==> src/rtl/core/srpt_pkg.sv <==
// Package for the shortest-remaining-size flow scheduler.
// Holds the shared types and constants of srpt_cell and srpt_flow_scheduler.
// It depends on nothing else.
package srpt_pkg;

   localparam int QUEUE_DEPTH_DEFAULT = 64;
   localparam int BYTES_WIDTH = 32;
   localparam int TIME_WIDTH = 32;
   localparam int RATE_WIDTH = 16;
   localparam int PROD_WIDTH = TIME_WIDTH + RATE_WIDTH;
   localparam int SUM_WIDTH = 64;

   localparam logic ACTION_ARRIVAL = 1'b0;
   localparam logic ACTION_TICK = 1'b1;

   // Operation that the cells of the chain apply; a head charge reaches cell 0 only.
   typedef enum logic [1:0] {
      CELL_HOLD,
      CELL_HEAD,
      CELL_INSERT,
      CELL_POP
   } cell_op_type;

   // Controller states.
   typedef enum logic [2:0] {
      ST_IDLE,
      ST_MUL,
      ST_EVAL,
      ST_INSERT,
      ST_RESP
   } state_type;

   // Broadcast from the controller to the cells.
   typedef struct packed {
      cell_op_type            op;
      logic [BYTES_WIDTH-1:0] size;
      logic [TIME_WIDTH-1:0]  born;
      logic [BYTES_WIDTH-1:0] head_left;
   } cell_ctrl_type;

endpackage

==> src/rtl/core/srpt_cell.sv <==
// One cell of the sorted flow chain: remaining size and creation time of one flow.
// Depends on srpt_pkg for the cell operation and the broadcast control struct.
module srpt_cell (
   input  logic                             clock,
   input  srpt_pkg::cell_ctrl_type          ctrl,
   input  logic                             live,
   input  logic                             prev_stay,
   input  logic [srpt_pkg::BYTES_WIDTH-1:0] prev_left,
   input  logic [srpt_pkg::TIME_WIDTH-1:0]  prev_born,
   input  logic [srpt_pkg::BYTES_WIDTH-1:0] next_left,
   input  logic [srpt_pkg::TIME_WIDTH-1:0]  next_born,
   output logic                             stay,
   output logic [srpt_pkg::BYTES_WIDTH-1:0] left,
   output logic [srpt_pkg::TIME_WIDTH-1:0]  born
);
   import srpt_pkg::*;

   logic [BYTES_WIDTH-1:0] left_ff, left_in;
   logic [TIME_WIDTH-1:0]  born_ff, born_in;

   // A held flow no larger than the newcomer keeps its place, so ties go to
   // the earlier entry.
   assign stay = live && (left_ff <= ctrl.size);

   always_comb begin
      left_in = left_ff;
      born_in = born_ff;
      unique case (ctrl.op)
         CELL_HOLD: begin
         end
         CELL_HEAD: begin
            left_in = ctrl.head_left;
         end
         CELL_INSERT: begin
            if (stay) begin
            end else if (prev_stay) begin
               left_in = ctrl.size;
               born_in = ctrl.born;
            end else begin
               left_in = prev_left;
               born_in = prev_born;
            end
         end
         CELL_POP: begin
            left_in = next_left;
            born_in = next_born;
         end
         default: begin
         end
      endcase
   end

   always_ff @(posedge clock) begin
      left_ff <= left_in;
      born_ff <= born_in;
   end

   assign left = left_ff;
   assign born = born_ff;

endmodule

==> config.mk <==
export PLATFORM = sky130hd
export DESIGN_NAME = srpt_cell
export DESIGN_NICKNAME = d
export VERILOG_FILES = /design/src/rtl/core/srpt_pkg.sv /design/src/rtl/core/srpt_cell.sv
export SDC_FILE = /design/constraint.sdc
export NUM_CORES = 1
export LEC_CHECK = 0
export BUFFER_PORTS_ARGS = -buffer_cell sky130_fd_sc_hd__buf_2
export CAP_MARGIN = 0
export CORE_UTILIZATION = 30
export CTS_CLUSTER_SIZE = 14
export DETAILED_ROUTE_END_ITERATION = 7
export HOLD_SLACK_MARGIN = 0.15
export PLACE_DENSITY = 0.6
export SYNTH_ARGS = -nofsm -noshare
export SYNTH_HDL_FRONTEND = slang
export SYNTH_SLANG_ARGS = --single-unit
==> constraint.sdc <==
create_clock -name clock -period 3.55 [get_ports clock]
set_input_delay 0.5325 -clock clock [delete_from_list [all_inputs] [get_ports clock]]
set_output_delay 0.5325 -clock clock [all_outputs]
set_load 0.1 [all_outputs]
==> impl_metrics.tcl <==
set metrics [dict create \
    grt_max_degree 67 \
    worstPathMaxFanout 3 \
    end_kind "output port" \
    worst-slew-pin-transition_ps 978.9 \
    grt_pass1_vias 4399 \
    final_cell_mix "buf_2, nand2_1, o21ai_0, mux2i_1, edfxtp_1" \
    numCtsBuffers 9 \
    via_count 4263 \
    portBuffers 293 \
    boundaryPins 294 \
    synth_nets 701 \
    cp_common_cell "nand4_1" \
    fin_nets 986 \
    path_cells "ha_1, nand4_1, nor4_1, nand4_1, a31oi_4, buf_2" \
    dp_slack_ps 290.2 \
    drive_gt1_share_pct 48.36 \
    slew_headroom_pct 34.74 \
    layout_setup_ws_ps 168.0 \
    synth_top_area_share_pct 42.79 \
    clock_latency_ps 330 \
    ant_nets 0 \
    final.setup.tns_ps 0 \
    critPathTopFamily "simple AND/OR/NAND/NOR gates" \
    die_width_um 124.4 \
    netlist_area_sq_mm 0.004492 \
    start_kind "flip-flop" \
    peakVddDrop_mv 0.2518 \
    finalClockSkew_ps 3.459 \
    min_path_type "input port to flip-flop" \
    hpwlAfterDp_mm 11.22 \
    grt.total_usage_pct 18.05 \
    cts_hold_buffers 0 \
    synth-warning-count 0 \
    n_fill_cell 1435 \
    dp_cells 898 \
    final_common_cell "buf_2" \
    worst-path-buf-inv 1 \
    clk_path_buf_depth 2 \
    cts_setup_buffers 0 \
    grt-ovfl-total 0 \
    ys_ff_latch 64 \
    cts-root-buf "clkbuf_16" \
    core-area_sq_mm 0.01459 \
    synthCells 440 \
    fmax_mhz 295.7 \
    row_count 44 \
    drcViolationCount 0 \
    outcome "finished, final reports clean" \
    synth_edf_count 64 \
    yosysSeqAreaShare_pct 42.79 \
    slowest_delay_ps 580 \
    cts_tree "done" \
    dieArea_sq_mm 0.01547 \
    synth_area_leaders "edfxtp_1, mux2i_1, ha_1" \
    setup_viol 0 \
    powerDensity_mw_per_mm2 493.3 \
    worst-endpoint-required_ps 3020 \
    power_leakage_nw 3.242 \
    post-route-period-util_pct 95.27 \
    rsz0062_at_grt "no" \
    h-tree-depth 3 \
    finalNonFillerCells 916 \
    crit_slowest_cell "nor4_1" \
    path_class "flip-flop to output port" \
    slew_violations 0 \
    routed_wl_mm 13.95 \
    start_util_pct 30.79 \
    area_growth_pct 43.84 \
    ctsResizeCount 0 \
    dr.pass1.iters 4 \
    worstPathArrival_ps 2850 \
    die_y_um 124.4 \
    hold_violations 0 \
    cts.sinks 64 \
    via_per_inst 4.654 \
    synthArstFlopShare_pct 0 \
    design_area_sq_mm 0.006461 \
    dpl_cell_area_sq_mm 0.006143 \
    synth_cell_types 29 \
    drv_cap 0 \
    path_clk_slew_ps 50 \
    period_minus_slack_ps 3382 \
    synthFlopType "edfxtp_1" \
    grt_antenna_before_repair 0 \
    postSynthAreaPerCell_sq_um 10.21 \
    gp_congestion 0.8055 \
    wl_per_cell_um 15.23 \
    drt_iter0_markers 121 \
    grt_pass1_wl_mm 21.85 \
    yosys.area.top_type "edfxtp_1" \
]
==> synthesized netlist by cell type, types with 2 or more instances <==
cell type  count
nand2_1       74
o21ai_0       71
mux2i_1       64
nor2_1         4
inv_1         34
buf_2          6
a21oi_1       16
nand4_1        7
mux2_2        32
clkbuf_1      13
buf_4          5
nand2b_1       2
a21o_1         2
ha_1          32
edfxtp_1      64
==> cell families (layout without fill, tap and decap cells) <==
family | Yosys count | in the layout | share of synthesized area (%)
multiplexers | 96 | 96 | 22.28
AND/OR/NAND/NOR | 95 | 95 | 9.332
AO/OA/AOI/OAI | 94 | 94 | 11.09
flip-flops | 64 | 64 | 42.79
buffers and inverters | 59 | 349 | 5.599
adder cells (fa/ha/maj) | 32 | 32 | 8.914
other | 0 | 2 | 0
==> final cells by class <==
type                            instances  area [sq um]  share of cell area (%)
Tap cell                              184         230.2                   3.563
Timing Repair Buffer                  299          1526                   23.63
Sequential cell                        64          1922                   29.74
Clock inverter                          6         83.83                   1.297
Antenna cell                            2         5.005                 0.07746
Clock buffer                           10         229.0                   3.544
Inverter                               34         127.6                   1.975
Multi-Input combinational cell        317          2337                   36.17
==> path summary, 6_finish.rpt <==
kind                  from        to  slack (ps)  cells after the start
max               left[15]      stay         170                      6
min          next_born[15]  born[15]         470                      3
max reg2reg       left[15]  born[26]         670                      8
min reg2reg       left[15]  left[21]        1340                      5
==> where the power goes <==
part | switching (mW) | internal, mW
registers | 0.0379 | 0.955
logic | 0.947 | 0.307
clock network | 0.330 | 0.611
total | 1.31 | 1.87
==> routing by layer <==
layer | track usage (%) | up-vias | share of wire (%)
met2 | 32.60 | 184 | 51
met3 | 7.388 | 11 | 9.3
li1 | - | 2162 | -
met5 | 0 | - | 0
met4 | 4.748 | 0 | 0.90
met1 | 19.22 | 1906 | 39
==> sequential cells by signal, summed over array words and instances, names as in the netlist <==
register  count
left         32
born         32
==> metrics by stage <==
stage,utilization [%],power (mW),hold slack (ps)
final,44.29,3.187,473.1
after global routing,44.25,3.328,474.2
after CTS,44.25,3.234,458.7
after detailed placement,42.11,2.274,814.2
after global placement,42.11,2.260,805.2
after floorplan,-,1.965,719.6
==> worst reg2reg max path, delay by kind of cell, from the launching register on <==
family	cells	cell delay, ps
AND/OR/NAND/NOR	4	1040
flip-flops	1	400
buffers and inverters	1	390
AO/OA/AOI/OAI	2	360
adder cells (fa/ha/maj)	1	320
Note: power is estimated with default switching activity, not from simulation.
